## src/sv/smpd_pkg.sv

```systemverilog
`default_nettype none
package smpd_pkg;

  localparam int TABLE_POINTS_DEF = 64;

  localparam int SINE_LEN   = 64;
  localparam int SINE_IW    = 6;
  localparam int SAMPLE_W   = 10;
  localparam int MAG_W      = 10;
  localparam int STEPS_W    = 6;
  localparam int SCALE_W    = 11;
  localparam int DUTY_W     = 7;
  localparam int DRIVE_W    = 2;
  localparam int SCALE_FRAC = 10;
  localparam int DUTY_SHIFT = 3;

  localparam logic [SAMPLE_W-1:0] MIDPOINT    = 10'd511;
  localparam logic [SCALE_W-1:0]  SCALE_ONE   = 11'd1024;
  localparam logic [SCALE_W-1:0]  SCALE_RESET = 11'd51;

  localparam logic [DRIVE_W-1:0] DRIVE_OFF  = 2'd0;
  localparam logic [DRIVE_W-1:0] DRIVE_UP   = 2'd1;
  localparam logic [DRIVE_W-1:0] DRIVE_DOWN = 2'd2;

  typedef logic [SAMPLE_W-1:0] sample_t;

  localparam sample_t SINE_TBL [SINE_LEN] = '{
    10'd511, 10'd561, 10'd611, 10'd659, 10'd707, 10'd752, 10'd795, 10'd835,
    10'd872, 10'd906, 10'd936, 10'd962, 10'd983, 10'd1000, 10'd1012, 10'd1020,
    10'd1022, 10'd1020, 10'd1012, 10'd1000, 10'd983, 10'd962, 10'd936, 10'd906,
    10'd872, 10'd835, 10'd795, 10'd752, 10'd707, 10'd659, 10'd611, 10'd561,
    10'd511, 10'd461, 10'd411, 10'd363, 10'd315, 10'd270, 10'd227, 10'd187,
    10'd150, 10'd116, 10'd86, 10'd60, 10'd39, 10'd22, 10'd10, 10'd2,
    10'd0, 10'd2, 10'd10, 10'd22, 10'd39, 10'd60, 10'd86, 10'd116,
    10'd150, 10'd187, 10'd227, 10'd270, 10'd315, 10'd363, 10'd411, 10'd461
  };

  typedef struct packed {
    logic [DRIVE_W-1:0] drive_a;
    logic [DRIVE_W-1:0] drive_b;
    logic [DUTY_W-1:0]  duty_a;
    logic [DUTY_W-1:0]  duty_b;
  } result_t;

endpackage
`default_nettype wire

```

## src/sv/smpd_if.sv

```systemverilog
`default_nettype none
interface smpd_step_if import smpd_pkg::*; ();
  logic               valid;
  logic               ready;
  logic [STEPS_W-1:0] micro_steps;
  logic               direction;
  modport source (output valid, output micro_steps, output direction, input ready);
  modport sink   (input valid, input micro_steps, input direction, output ready);
endinterface

interface smpd_result_if import smpd_pkg::*; ();
  logic               valid;
  logic               ready;
  logic [DRIVE_W-1:0] phase_a_drive;
  logic [DRIVE_W-1:0] phase_b_drive;
  logic [DUTY_W-1:0]  duty_a;
  logic [DUTY_W-1:0]  duty_b;
  modport source (output valid, output phase_a_drive, output phase_b_drive,
                  output duty_a, output duty_b, input ready);
  modport sink   (input valid, input phase_a_drive, input phase_b_drive,
                  input duty_a, input duty_b, output ready);
endinterface

interface smpd_cfg_if import smpd_pkg::*; ();
  logic               valid;
  logic               ready;
  logic [SCALE_W-1:0] data;
  modport source (output valid, output data, input ready);
  modport sink   (input valid, input data, output ready);
endinterface
`default_nettype wire

```

## src/sv/smpd_ptr.sv

```systemverilog
`default_nettype none
module smpd_ptr import smpd_pkg::*; #(
  parameter int TABLE_POINTS = TABLE_POINTS_DEF,
  localparam int PW = $clog2(TABLE_POINTS)
) (
  input  wire logic               clk,
  input  wire logic               rst_n,
  input  wire logic               in_vld,
  output logic                    in_rdy,
  input  wire logic [STEPS_W-1:0] in_steps,
  input  wire logic               in_dir,
  output logic                    dn_vld,
  input  wire logic               dn_rdy,
  output logic [PW-1:0]           dn_ptr_a,
  output logic [PW-1:0]           dn_ptr_b
);

  localparam int EW = (PW + 1 > STEPS_W + 1) ? PW + 1 : STEPS_W + 1;
  localparam logic [EW-1:0] N_E = EW'(TABLE_POINTS);
  localparam logic [PW-1:0] RST_A = PW'(TABLE_POINTS / 4);
  localparam logic [PW-1:0] RST_B = '0;
  localparam logic ENTRY = 1'b0;

  function automatic logic [PW-1:0] move(input logic [PW-1:0] p,
                                         input logic [STEPS_W-1:0] st,
                                         input logic fwd);
    logic [EW-1:0] s;
    logic [EW-1:0] t;
    s = EW'(st);
    for (int k = 0; k < 3; k++) begin
      if (s >= N_E) s = s - N_E;
    end
    if (fwd) t = EW'(p) + s;
    else     t = EW'(p) + N_E - s;
    if (t >= N_E) t = t - N_E;
    return t[PW-1:0];
  endfunction

  // pointer store: one word {a, b}
  logic [2*PW-1:0] ptr_mem [0:0];
  logic [2*PW-1:0] rd_r;
  logic [2*PW-1:0] wdata_r;
  logic [2*PW-1:0] wdata;
  logic [2*PW-1:0] cur;
  logic            init_r, rd_init_r, fwd_r;
  logic            wr_en;

  logic               s1_vld_r;
  logic [STEPS_W-1:0] s1_steps_r;
  logic               s1_dir_r;

  assign wr_en  = s1_vld_r && dn_rdy;
  assign in_rdy = !s1_vld_r || dn_rdy;

  // take the word written last edge, else the store, else the reset pair
  always_comb begin
    if (fwd_r)          cur = wdata_r;
    else if (rd_init_r) cur = rd_r;
    else                cur = {RST_A, RST_B};
  end

  assign dn_ptr_a = move(cur[2*PW-1:PW], s1_steps_r, s1_dir_r);
  assign dn_ptr_b = move(cur[PW-1:0], s1_steps_r, s1_dir_r);
  assign wdata    = {dn_ptr_a, dn_ptr_b};
  assign dn_vld   = s1_vld_r;

  always_ff @(posedge clk) begin
    rd_r <= ptr_mem[ENTRY];
    if (wr_en) begin
      ptr_mem[ENTRY] <= wdata;
      wdata_r        <= wdata;
    end
    if (in_rdy) begin
      s1_steps_r <= in_steps;
      s1_dir_r   <= in_dir;
    end
  end

  always_ff @(posedge clk) begin
    if (!rst_n) begin
      s1_vld_r  <= 1'b0;
      init_r    <= 1'b0;
      rd_init_r <= 1'b0;
      fwd_r     <= 1'b0;
    end else begin
      if (in_rdy) s1_vld_r <= in_vld;
      if (wr_en)  init_r   <= 1'b1;
      rd_init_r <= init_r;
      fwd_r     <= wr_en;
    end
  end

endmodule
`default_nettype wire

```

## src/sv/smpd_duty.sv

```systemverilog
`default_nettype none
module smpd_duty import smpd_pkg::*; #(
  parameter int TABLE_POINTS = TABLE_POINTS_DEF,
  localparam int PW = $clog2(TABLE_POINTS)
) (
  input  wire logic               clk,
  input  wire logic               rst_n,
  input  wire logic               up_vld,
  output logic                    up_rdy,
  input  wire logic [PW-1:0]      up_ptr_a,
  input  wire logic [PW-1:0]      up_ptr_b,
  input  wire logic [SCALE_W-1:0] scale,
  output logic                    res_vld,
  input  wire logic               res_rdy,
  output result_t                 res
);

  // idx = floor(ptr * 64 / TABLE_POINTS) via a rounded-up reciprocal
  localparam int SH    = 21;
  localparam int RECIP = ((SINE_LEN << SH) + TABLE_POINTS - 1) / TABLE_POINTS;
  localparam int RW    = $clog2(RECIP + 1);
  localparam logic [RW-1:0] RECIP_V = RW'(RECIP);
  localparam int PRW   = PW + RW;
  localparam int MW    = MAG_W + SCALE_W;

  logic            p_vld_r, q_vld_r, r_vld_r, o_vld_r;
  logic            p_rdy, q_rdy, r_rdy, o_rdy;

  logic [PW-1:0]      p_a_r, p_b_r;
  logic [SINE_IW-1:0] q_ia_r, q_ib_r;
  logic [MAG_W-1:0]   r_ma_r, r_mb_r;
  logic [DRIVE_W-1:0] r_da_r, r_db_r;
  result_t            o_res_r;

  logic [PRW-1:0]     prod_a, prod_b;
  logic [MAG_W-1:0]   mag_a, mag_b;
  logic [DRIVE_W-1:0] drv_a, drv_b;
  logic [MW-1:0]      cur_a, cur_b;

  function automatic logic [DRIVE_W+MAG_W-1:0] bridge(input sample_t v);
    logic [DRIVE_W-1:0] d;
    logic [MAG_W-1:0]   m;
    if (v > MIDPOINT) begin
      d = DRIVE_UP;
      m = MAG_W'({v - MIDPOINT, 1'b0});
    end else if (v < MIDPOINT) begin
      d = DRIVE_DOWN;
      m = MAG_W'({MIDPOINT - v, 1'b0});
    end else begin
      d = DRIVE_OFF;
      m = '0;
    end
    return {d, m};
  endfunction

  assign o_rdy  = !o_vld_r || res_rdy;
  assign r_rdy  = !r_vld_r || o_rdy;
  assign q_rdy  = !q_vld_r || r_rdy;
  assign p_rdy  = !p_vld_r || q_rdy;
  assign up_rdy = p_rdy;

  assign prod_a = PRW'(p_a_r) * PRW'(RECIP_V);
  assign prod_b = PRW'(p_b_r) * PRW'(RECIP_V);

  assign {drv_a, mag_a} = bridge(SINE_TBL[q_ia_r]);
  assign {drv_b, mag_b} = bridge(SINE_TBL[q_ib_r]);

  assign cur_a = MW'(r_ma_r) * MW'(scale);
  assign cur_b = MW'(r_mb_r) * MW'(scale);

  always_ff @(posedge clk) begin
    if (p_rdy) begin
      p_a_r <= up_ptr_a;
      p_b_r <= up_ptr_b;
    end
    if (q_rdy) begin
      q_ia_r <= prod_a[SH +: SINE_IW];
      q_ib_r <= prod_b[SH +: SINE_IW];
    end
    if (r_rdy) begin
      r_ma_r <= mag_a;
      r_mb_r <= mag_b;
      r_da_r <= drv_a;
      r_db_r <= drv_b;
    end
    if (o_rdy) begin
      o_res_r.drive_a <= r_da_r;
      o_res_r.drive_b <= r_db_r;
      o_res_r.duty_a  <= cur_a[SCALE_FRAC + DUTY_SHIFT +: DUTY_W];
      o_res_r.duty_b  <= cur_b[SCALE_FRAC + DUTY_SHIFT +: DUTY_W];
    end
  end

  always_ff @(posedge clk) begin
    if (!rst_n) begin
      p_vld_r <= 1'b0;
      q_vld_r <= 1'b0;
      r_vld_r <= 1'b0;
      o_vld_r <= 1'b0;
    end else begin
      if (p_rdy) p_vld_r <= up_vld;
      if (q_rdy) q_vld_r <= p_vld_r;
      if (r_rdy) r_vld_r <= q_vld_r;
      if (o_rdy) o_vld_r <= r_vld_r;
    end
  end

  assign res_vld = o_vld_r;
  assign res     = o_res_r;

endmodule
`default_nettype wire

```

## src/sv/sine_microstep_phase_driver.sv

```systemverilog
`default_nettype none
// Channel   Dir  Payload                                        Moves
// in_step   in   micro_steps[5:0], direction                    one step request
// out_drv   out  phase_a/b_drive[1:0], duty_a/b[6:0]            one result per request
// cfg_wr    in   data[10:0] = current_scale (Q1.10, clamp 1024)  one register write
//
// One request per cycle sustained while out_drv is ready; each result is registered
// through the pointer stage, a pointer register, and the index multiply, sine lookup
// and current-scale multiply stages.
// Reset clears all valid flags and loads current_scale = 51; the pointer store
// reads as the reset pair (A = TABLE_POINTS/4, B = 0) until its first write.
// A stalled output backs up stage by stage; in_step.ready drops only when
// every stage holds a request.
module sine_microstep_phase_driver import smpd_pkg::*; #(
  parameter int TABLE_POINTS = TABLE_POINTS_DEF
) (
  input  wire logic   clk,
  input  wire logic   rst_n,
  smpd_step_if.sink   in_step,
  smpd_result_if.source out_drv,
  smpd_cfg_if.sink    cfg_wr
);

  localparam int PW = $clog2(TABLE_POINTS);

  logic [SCALE_W-1:0] scale_r;
  logic [SCALE_W-1:0] scale_nxt;

  logic          ptr_vld, ptr_rdy;
  logic [PW-1:0] ptr_a, ptr_b;
  result_t       res;

  // clamp the scale at full current
  assign scale_nxt    = (cfg_wr.data > SCALE_ONE) ? SCALE_ONE : cfg_wr.data;
  assign cfg_wr.ready = 1'b1;

  always_ff @(posedge clk) begin
    if (!rst_n) begin
      scale_r <= SCALE_RESET;
    end else if (cfg_wr.valid) begin
      scale_r <= scale_nxt;
    end
  end

  // advance both pointers and hold them in the pointer store
  smpd_ptr #(.TABLE_POINTS(TABLE_POINTS)) u_ptr (
    .clk      (clk),
    .rst_n    (rst_n),
    .in_vld   (in_step.valid),
    .in_rdy   (in_step.ready),
    .in_steps (in_step.micro_steps),
    .in_dir   (in_step.direction),
    .dn_vld   (ptr_vld),
    .dn_rdy   (ptr_rdy),
    .dn_ptr_a (ptr_a),
    .dn_ptr_b (ptr_b)
  );

  // look up the sine, set bridge direction and scale the duty
  smpd_duty #(.TABLE_POINTS(TABLE_POINTS)) u_duty (
    .clk      (clk),
    .rst_n    (rst_n),
    .up_vld   (ptr_vld),
    .up_rdy   (ptr_rdy),
    .up_ptr_a (ptr_a),
    .up_ptr_b (ptr_b),
    .scale    (scale_r),
    .res_vld  (out_drv.valid),
    .res_rdy  (out_drv.ready),
    .res      (res)
  );

  assign out_drv.phase_a_drive = res.drive_a;
  assign out_drv.phase_b_drive = res.drive_b;
  assign out_drv.duty_a        = res.duty_a;
  assign out_drv.duty_b        = res.duty_b;

endmodule
`default_nettype wire

```

## src/flat_wrapper.sv

```systemverilog
// flat-port wrapper written by rule: the top's interface ports become plain ports
module sine_microstep_phase_driver_flat import smpd_pkg::*;
#(
  parameter int TABLE_POINTS = TABLE_POINTS_DEF
)
  (clk, rst_n, in_step_valid, in_step_micro_steps, in_step_direction, in_step_ready, out_drv_valid, out_drv_phase_a_drive, out_drv_phase_b_drive, out_drv_duty_a, out_drv_duty_b, out_drv_ready, cfg_wr_valid, cfg_wr_data, cfg_wr_ready);
  smpd_step_if in_step_i ();
  smpd_result_if out_drv_i ();
  smpd_cfg_if cfg_wr_i ();
  input  wire logic clk;
  input  wire logic rst_n;
  input wire logic [$bits(in_step_i.valid)-1:0] in_step_valid;
  input wire logic [$bits(in_step_i.micro_steps)-1:0] in_step_micro_steps;
  input wire logic [$bits(in_step_i.direction)-1:0] in_step_direction;
  output wire logic [$bits(in_step_i.ready)-1:0] in_step_ready;
  output wire logic [$bits(out_drv_i.valid)-1:0] out_drv_valid;
  output wire logic [$bits(out_drv_i.phase_a_drive)-1:0] out_drv_phase_a_drive;
  output wire logic [$bits(out_drv_i.phase_b_drive)-1:0] out_drv_phase_b_drive;
  output wire logic [$bits(out_drv_i.duty_a)-1:0] out_drv_duty_a;
  output wire logic [$bits(out_drv_i.duty_b)-1:0] out_drv_duty_b;
  input wire logic [$bits(out_drv_i.ready)-1:0] out_drv_ready;
  input wire logic [$bits(cfg_wr_i.valid)-1:0] cfg_wr_valid;
  input wire logic [$bits(cfg_wr_i.data)-1:0] cfg_wr_data;
  output wire logic [$bits(cfg_wr_i.ready)-1:0] cfg_wr_ready;
  assign in_step_i.valid = in_step_valid;
  assign in_step_i.micro_steps = in_step_micro_steps;
  assign in_step_i.direction = in_step_direction;
  assign in_step_ready = in_step_i.ready;
  assign out_drv_valid = out_drv_i.valid;
  assign out_drv_phase_a_drive = out_drv_i.phase_a_drive;
  assign out_drv_phase_b_drive = out_drv_i.phase_b_drive;
  assign out_drv_duty_a = out_drv_i.duty_a;
  assign out_drv_duty_b = out_drv_i.duty_b;
  assign out_drv_i.ready = out_drv_ready;
  assign cfg_wr_i.valid = cfg_wr_valid;
  assign cfg_wr_i.data = cfg_wr_data;
  assign cfg_wr_ready = cfg_wr_i.ready;
  sine_microstep_phase_driver #(.TABLE_POINTS(TABLE_POINTS)) u_core (.clk(clk), .rst_n(rst_n), .in_step(in_step_i), .out_drv(out_drv_i), .cfg_wr(cfg_wr_i));
endmodule
```

## config.mk

```make
export PLATFORM = sky130hd
export DESIGN_NAME = sine_microstep_phase_driver_flat
export DESIGN_NICKNAME = d
export VERILOG_FILES = /design/src/sv/smpd_pkg.sv /design/src/sv/smpd_if.sv /design/src/sv/smpd_ptr.sv /design/src/sv/smpd_duty.sv /design/src/sv/sine_microstep_phase_driver.sv /design/src/flat_wrapper.sv
export SDC_FILE = /design/constraint.sdc
export NUM_CORES = 1
export LEC_CHECK = 0
export ABC_AREA = 1
export BUFFER_PORTS_ARGS = -buffer_cell sky130_fd_sc_hd__buf_4
export CORE_ASPECT_RATIO = 0.6
export CORE_MARGIN = 2
export CORE_UTILIZATION = 29
export CTS_BUF_LIST = sky130_fd_sc_hd__clkbuf_4
export DETAILED_ROUTE_END_ITERATION = 12
export GPL_TIMING_DRIVEN = 0
export PLACE_DENSITY = 0.49
export SLEW_MARGIN = 20
export SYNTH_ARGS = -nofsm -noshare
export SYNTH_HDL_FRONTEND = slang
export SYNTH_HIERARCHICAL = 1
export SYNTH_SLANG_ARGS = --single-unit
```

## constraint.sdc

```tcl
create_clock -name clk -period 8.6 [get_ports clk]
set_input_delay 0.43 -clock clk [delete_from_list [all_inputs] [get_ports clk]]
set_output_delay 0.43 -clock clk [all_outputs]
set_load 0.01 [all_outputs]
```

== Word level (Yosys, flattened, before mapping) ==
Memory sizes are Yosys's and may differ from the RTL's. A register that Yosys moved wholly into a read port is not among the register bits.
Cells that the tools add are included.
Storage, ports and cells
  register bits after elaboration: 104
  bits in latches: 0
  memory bits (writable): 12
  bits in read-only memories: 1280
  bits of input ports: 23
  word-level logic and storage cells: 84
  memories: 3
Memory list
  (name not given): words 64, bits a word 10, read ports 1, clocked after memory_dff 0, wr ports 0, RTL line smpd_duty.sv:66  | assign {drv_b, mag_b} = bridge(SINE_TBL[q_ib_r]);
  (name not given): words 64, bits a word 10, read ports 1, clocked after memory_dff 0, wr ports 0, RTL line smpd_duty.sv:65  | assign {drv_a, mag_a} = bridge(SINE_TBL[q_ia_r]);
  u_core.u_ptr.ptr_mem: words 1, bits a word 12, read ports 1, clocked after memory_dff 1, wr ports 1, RTL line smpd_ptr.sv:40  | logic [2*PW-1:0] ptr_mem [0:0];
Cells by class
  add/subtract/negate cells: 12
  $mul: 2
  divide/modulo/power cells: 0
  magnitude comparators: 9
  eq/ne operators: 0
  shift-type cells: 0
  multiplexer cells: 19
  bitwise logic cells: 2
  reductions and logical operators: 11
Operator list (count)
  10-bit two-way mux: 8
  10-bit by 11-bit multiplier with 20-bit output: 2
  7-bit greater-or-equal comparator (second input constant): 4
  12-bit two-way mux: 2
  10-bit by 9-bit > comparator with 1-bit output (second input constant): 2
  10-bit by 9-bit < comparator with 1-bit output (second input constant): 2
  9-bit subtractor (first input constant): 2
  9-bit subtractor (second input constant): 2
  6-bit by 6-bit adder with 7-bit output: 2
  6-bit by 7-bit adder with 7-bit output (second input constant): 2
  7-bit two-way mux: 2
  6-bit inverter with 7-bit output: 2
  7-bit by 6-bit subtractor with 7-bit output: 2
  6-bit two-way mux: 2
  6-bit by 1-bit subtractor with 6-bit output (second input constant): 2
  11-bit > comparator (second input constant): 1
  11-bit two-way mux: 1
  1-bit zero test: 5
  1-bit logical OR: 5
  2-bit two-way mux: 2
  1-bit two-way mux: 2
  1-bit logical AND: 1

== Longest topological paths before layout ==
Gate-level depths: netlist of run 1.
  depth in word-level cells: 8
  mapped depth: 22
  depth with buffers taken out: 20

== Modules after synthesis ==
The synthesis of run 1 kept the hierarchy.
Modules (own cells, without submodules)
  smpd_duty: instances 1, cells an instance 1335, area an instance 10286.1 µm², sequential area each 2001.9 µm²
  smpd_ptr: instances 1, cells an instance 237, area an instance 2062.0 µm², sequential area each 890.9 µm²
  sine_microstep_phase_driver: instances 1, cells an instance 61, area an instance 471.7 µm², sequential area each 220.2 µm²

== Worst setup path before layout of run 1 ==
Ideal clock, no wire load.
  path type: flip-flop to flip-flop
  start point: reg u_core.scale_r[5]
  end point: reg u_core/u_duty/res[6] (netlist name)
  library setup time: 276 ps
  arrival time: 4415 ps
  data required time: 8324 ps
  setup slack: 3909 ps
  stages on the path, launching flop included: 20
  period minus slack after synthesis: 4691 ps
  path through: dfxtp_1 > clkbuf_1 > clkbuf_1 > nand2_1 > fa_1 > inv_1 > fa_1 > inv_1 > fa_1 > inv_1 > fa_1 > ha_1 > ha_1 > a21oi_1 > o21ai_0 > nand2_1 > nand3_1 > nand2_1 > o311ai_0 > xor2_1
Between the ends
  word-level cells in the longest chain between the ends: 1
Ends and longest elaborated chain
  start, declared: RTL line sine_microstep_phase_driver.sv:26  | logic [SCALE_W-1:0] scale_r;
  start signal, assigned: RTL line sine_microstep_phase_driver.sv:41  | scale_r <= scale_nxt;
  10-bit by 11-bit multiplier with 20-bit output: RTL line smpd_duty.sv:69  | assign cur_b = MW'(r_mb_r) * MW'(scale);
  net u_core.u_duty.cur_b[19]: RTL line smpd_duty.sv:38  | logic [MW-1:0] cur_a, cur_b;
The timed path passes the listed nets, and every way through them passes these cells.
A chain may end at the register's enable or synchronous reset.

== Final worst setup path of run 1 ==
  start point: reg u_core.scale_r[10]
  end point: reg u_core/u_duty/res[5] (netlist name)
Between the ends
  word-level cells in the longest chain between the ends: 1
Ends and longest elaborated chain (RTL line)
  10-bit by 11-bit multiplier with 20-bit output: smpd_duty.sv:69
  net u_core.u_duty.cur_b[18]: smpd_duty.sv:38
The timed path passes the listed nets, and every way through them passes these cells.

==> results of run 1 <==
## synth_stat cells, drive strengths merged
cell type / count / area [µm²]
a22o: 5 / 43.8
a31oi: 1 / 6.26
o2111ai: 1 / 8.76
clkbuf: 41 / 165
and3: 1 / 6.26
o21ai: 41 / 209
o211ai: 7 / 52.6
conb: 1 / 3.75
a21oi: 65 / 340
nand3: 124 / 651
nor3: 7 / 35.0
dfxtp: 31 / 621
nor2: 79 / 338
xnor2: 7 / 61.3
nand3b: 2 / 15.0
nand2: 484 / 1840
ha: 124 / 1550
buf: 26 / 178
o21bai: 2 / 26.3
a21o: 3 / 22.5
fa: 128 / 2560
xor2: 21 / 184
a211oi: 3 / 22.5
a22oi: 4 / 50.1
edfxtp: 83 / 2490
o311ai: 1 / 8.76
inv: 327 / 1230
o22ai: 1 / 6.26
o31ai: 1 / 7.51
nand4: 8 / 50.1
a21boi: 1 / 7.51
o21a: 3 / 22.5
## what timing repair did
action | CTS | global route
setup buffers | 0 | 0
hold buffers | 7 | 0
setup endpoints to repair | 0 | 0
hold endpoints to repair | 7 | 0
## sequential cells by signal, indices dropped and copies added, names as in the netlist, 2 cells and up
name,flops
u_core/scale_r,11
u_core/u_duty/r_da_r,2
u_core/u_duty/p_a_r,6
u_core/u_ptr/rd_r,12
u_core/u_duty/r_db_r,2
u_core/u_duty/p_b_r,6
u_core/u_duty/r_mb_r,9
u_core/u_duty/res,18
u_core/u_duty/q_ia_r,6
u_core/u_duty/q_ib_r,6
u_core/u_duty/r_ma_r,9
u_core/u_ptr/s1_steps_r,6
u_core/u_ptr/ptr_mem,12
## layer usage
layer / vias up / track usage, %
li1: 5186 / -
met4: 0 / 2.35
met5: - / 0
met3: 14 / 3.72
met2: 261 / 19.6
met1: 4906 / 25.3
## stage by stage
step	cells	setup slack (ns)	util (%)	hold slack (ns)	area, µm²
6_report	2293	3.12	32.7	0.0797	14200
5_1_grt	2293	2.80	32.7	0.0463	14200
4_1_cts	2292	3.07	32.7	0.0240	14200
3_5_place_dp	2253	3.12	31.9	0.362	13900
3_3_place_gp	2253	3.16	31.9	0.357	13900
2_1_floorplan	1633	3.91	-	0.348	12800
## power groups by stage
stage / Clock [W] / Combinational [W] / Sequential (W)
2_1_floorplan: 0 / 0.00336 / 0.000862
3_3_place_gp: 0 / 0.00449 / 0.000872
3_5_place_dp: 0 / 0.00447 / 0.000871
4_1_cts: 0.000446 / 0.00456 / 0.000862
5_1_grt: 0.000471 / 0.00528 / 0.000875
6_report: 0.000427 / 0.00453 / 0.000860
## logic make-up after synthesis
group / count (synthesis) / share of synthesized area [%]
AND/OR/NAND/NOR: 705 / 22.9
buffers and inverters: 394 / 12.3
adder cells (fa/ha/maj): 252 / 32.1
AO/OA/AOI/OAI: 139 / 6.51
flip-flops: 114 / 24.3
XOR/XNOR: 28 / 1.91
other: 1 / 0.0293
## path summary, 6_finish.rpt
kind	slack (ns)	start	cells past startpoint	end
setup reg to reg	3.12	u_core/scale_r[10]	17	u_core/u_duty/res[5]
hold / removal	0.08	cfg_wr_data[4]	3	u_core/scale_r[4]
hold reg to reg	0.38	u_core/u_ptr/ptr_mem[0][4]	0	u_core/u_ptr/rd_r[4]
setup / recovery	3.12	u_core/scale_r[10]	17	u_core/u_duty/res[5]
## area by class of cell
class / instances / share of cell area (%)
sequential: 114 / 21.9
multi-input combinational: 1125 / 57.2
tap: 579 / 5.10
timing repair buffer: 48 / 2.66
clock inverter: 13 / 1.00
inverter: 327 / 8.67
antenna: 1 / 0.0176
buffer: 67 / 2.41
clock buffer: 19 / 1.00
## critical path: stages (launching register included)
cell      delay (ns)
dfxtp_1         0.35
clkbuf_1        0.50
clkbuf_1        0.54
nand2_1         0.14
fa_1            0.50
inv_1           0.05
fa_1            0.54
fa_1            0.46
fa_1            0.52
ha_1            0.32
ha_1            0.34
nand2_1         0.06
nor2_1          0.12
nand4_1         0.09
o21ai_0         0.35
nand3_1         0.17
nand3_1         0.11
nand2_1         0.06
==> results.ini, run 1 <==
[grt]
grt_overflow=0
grt_pass1_wl_um=55500
antenna_found_initial=1
grt_start_max_net_pins=25
grt_pass1_vias=10300
grt_util_all_layers_pct=15.3

[floorplan]
die_area_um2=46000
dieWidth_um=275
rows=59
num_io_pins=44
start_util_pct=29.5
core-area_um2=43500
fp.dieH_um=167

[finish]
layout_commonest_cell=nand2_1
register_area_um2=3110
layout-drive-gt1-share_pct=8.52
num-nets-final=1975
mostFrequentLayoutCells=477 x nand2_1, 310 x inv_1, 128 x fa_1
nFillCells=4574
multi_input_area_um2=8130
area_growth_pct=10.8

[clock_network]
cts_buffer_depth=2
clock_latency_ns=0.59
cts_buffers=17
clkTransAtPathRegs_ns=0.12
h-tree-depth=4
root_buffer=clkbuf_4
cts_tree=yes
cts_sinks=114
cts_resized=0

[timing]
rsz0062_at_grt=false
skew_ns=0.0216
post-route-min-period_ns=5.48
setup-violations-final=0
worstMarginPinSlew_ns=1.01
finalMaxSlewViolations=0
relSlewSlack_pct=32.9
fin_setup_tns_ns=0
fin_crit_sh_pct=63.7
fmax_ghz=0.183
hold_viol_final=0

[detailed_routing]
m1WireLength_um=18800
drc_errors=0
routed-wl-met2_um=11900
drt_wl_total_um=33100
top_layer=met4
ant_nets=0
drtIter0Drc=829
wl_per_cell_um=14.4
wl_met3_um=2280
drt_pass1_iterations=5
vias=10400
viasPerCell=4.52

[outcome]
status=completed

[power]
switching_share_pct=52.5
leakage_nw=7.85
p_per_area_nw_per_um2=409
seqPwrFrac_pct=14.8
clock_power_share_pct=7.3
p_switching_w=0.00305
intPower_w=0.00276
totalPowerFinal_w=0.00582
p_comb_share_pct=77.9
vdd_ir_drop_max_v=0.000265

[yosys]
ys_seq_area_share_pct=24.3
ys_ff_latch=114
synth.distinct_cells=48
synth_area_per_cell_um2=7.85
synth_nets=1908
syn_inst=1633
synth_area_um2=12800
yosysWarnings=6

[place]
port_buffers=41
place_congestion=0.918
dp_hpwl_um=27000

[worst_setup_path]
start_kind=flop
end_kind=flop
worstPathArrival_ns=5.82
path_max_fanout=10
crit_type=flop to flop
cp.required_ns=8.94

[min_path]
hp-class=primary input to flop

[run]
max-cap-violations=0

(Power assumes the default switching activity.)
==> run 2: changes to the inputs <==
==> constraint.sdc (replaced) <==
create_clock -name clk -period 5.2 [get_ports clk]
set_input_delay 0.26 -clock clk [delete_from_list [all_inputs] [get_ports clk]]
set_output_delay 0.26 -clock clk [all_outputs]
set_load 0.01 [all_outputs]
==> run 2 against run 1 <==
  * Largest cell class unchanged
  * Sequential share of layout area shrank 0.12 points
  * First-iteration DRC count shrank 4.1%
  * Total power grew 66%
  * Critical path type unchanged
  * Clock skew shrank 0.0015 ns
  * Non-clock buffer count shrank 2
  * Final area grew 0.88%
==> results.ini, run 2 (synthesis gave the netlist of run 1 again) <==
[outcome]
status=completed

[timing]
fin_crit_sh_pct=95.1
finalMaxSlewViolations=0
rsz0062_at_grt=false
relSlewSlack_pct=32.5
timing.hold.ws_ns=0.0722
layout_setup_ws_ns=0.257
worstMarginPinSlew_ns=1.01
post-route-min-period_ns=4.94
setup-violations-final=0
hold_viol_final=0
fin_setup_tns_ns=0
skew_ns=0.0200
fmax_ghz=0.202

[worst_setup_path]
path_max_fanout=10
cp.required_ns=5.51
worstPathArrival_ns=5.25
start_kind=flop
r2r_setup_slack_ns=0.26
crit_type=flop to flop
end_kind=flop

[floorplan]
fp.dieH_um=167
core-area_um2=43500
start_util_pct=29.5
num_io_pins=44
dieWidth_um=275
die_area_um2=46000
rows=59

[grt]
grt_util_all_layers_pct=15.4
grt_start_max_net_pins=25
antenna_found_initial=1
grt_util_met2_pct=19.8
grt_pass1_wl_um=55800
top_usage_layer=met1
grt_pass1_vias=10400
global_route.usage.met1_pct=25.3
grt_overflow=0
global_route.usage.met3_pct=3.73

[detailed_routing]
vias=10400
drt_pass1_iterations=5
drt_wl_total_um=33200
drc_errors=0
drtIter0Drc=795
viasPerCell=4.54
ant_nets=0
wl_per_cell_um=14.5

[power]
switching_share_pct=52.5
clock_power_share_pct=7.3
p_comb_share_pct=76.6
intPower_w=0.00457
p_per_area_nw_per_um2=672
totalPowerFinal_w=0.00963
seqPwrFrac_pct=16.1
vdd_ir_drop_max_v=0.000434
leakage_nw=7.93
p_switching_w=0.00506

[finish]
mostFrequentLayoutCells=477 x nand2_1, 310 x inv_1, 128 x fa_1
layout-drive-gt1-share_pct=9.64
num-nets-final=1973
area_growth_pct=11.8
nFillCells=4552
layout_commonest_cell=nand2_1
largest_register_ffs=18
fin_util_pct=33.0

[clock_network]
cts_setup_buffers=0
cts_sinks=114
h-tree-depth=4
clkTransAtPathRegs_ns=0.12
cts_buffers=17
root_buffer=clkbuf_4
cts_tree=yes
cts_buffer_depth=2
clock_latency_ns=0.58

[place]
dp_hpwl_um=27000
pre_cts_slack_ns=-0.284
place_congestion=0.918
port_buffers=41

[min_path]
hp-class=primary input to flop

[run]
max-cap-violations=0

-- run 2: cell types whose count changed in the layout (fill, tap and decap cells not counted), sizes merged --
cell	change
buf	+1
clkbuf	-20
dlygate4sd3	+17
-- run 2: per-stage QoR --
step	std cells	area [µm²]
2_1_floorplan	1633	12800
3_3_place_gp	2253	13900
3_5_place_dp	2253	13900
4_1_cts	2299	14400
5_1_grt	2291	14300
6_report	2291	14300
-- run 2: path summary, 6_finish.rpt --
kind | cells after the start | end | from
worst min register to register | 0 | u_core/u_ptr/rd_r[4] | u_core/u_ptr/ptr_mem[0][4]
worst min-delay path | 3 | u_core/scale_r[6] | cfg_wr_valid
worst max register to register | 18 | u_core/u_duty/res[6] | u_core/scale_r[5]
worst max-delay path | 18 | u_core/u_duty/res[6] | u_core/scale_r[5]
-- run 2: layer usage --
layer  wire (µm)  share of wire, %
met2       11900                36
met3        2350               7.1
met5           0                 0
met1       18700                56
met4         275              0.83
-- run 2: final cells by class --
cell class | instances | area [µm²] | area share, %
inverter | 327 | 1230 | 8.60
clock buffer | 19 | 143 | 0.995
antenna | 1 | 2.50 | 0.0175
timing repair buffer | 65 | 548 | 3.82
tap | 579 | 724 | 5.05
clock inverter | 13 | 143 | 0.995
buffer | 48 | 288 | 2.01
sequential | 114 | 3120 | 21.8
multi-input combinational | 1125 | 8130 | 56.7
-- run 2: repair_timing --
item	in CTS	in global routing
setup endpoints to repair	11	7
hold buffers	24	0
gates resized for setup	9	16
hold endpoints to repair	26	0
-- run 2: power by group through the flow --
stage	clock [W]	sequential [W]	combinational, W
global route	0.000780	0.00158	0.00860
floorplan	0	0.00143	0.00555
CTS	0.000737	0.00144	0.00754
global placement	0	0.00144	0.00743
detailed placement	0	0.00144	0.00740
finish	0.000705	0.00155	0.00738
-- run 2: critical path: stages (launching register included) --
cell	delay [ns]
dfxtp_2	0.50
buf_2	0.31
nand2_1	0.12
fa_1	0.55
inv_1	0.05
fa_1	0.49
inv_1	0.06
fa_1	0.47
inv_1	0.05
fa_1	0.47
ha_1	0.31
ha_1	0.37
a21oi_1	0.21
o21ai_0	0.11
nand2_1	0.08
nand3_1	0.11
nand2_1	0.08
o311ai_0	0.14
xor2_1	0.18
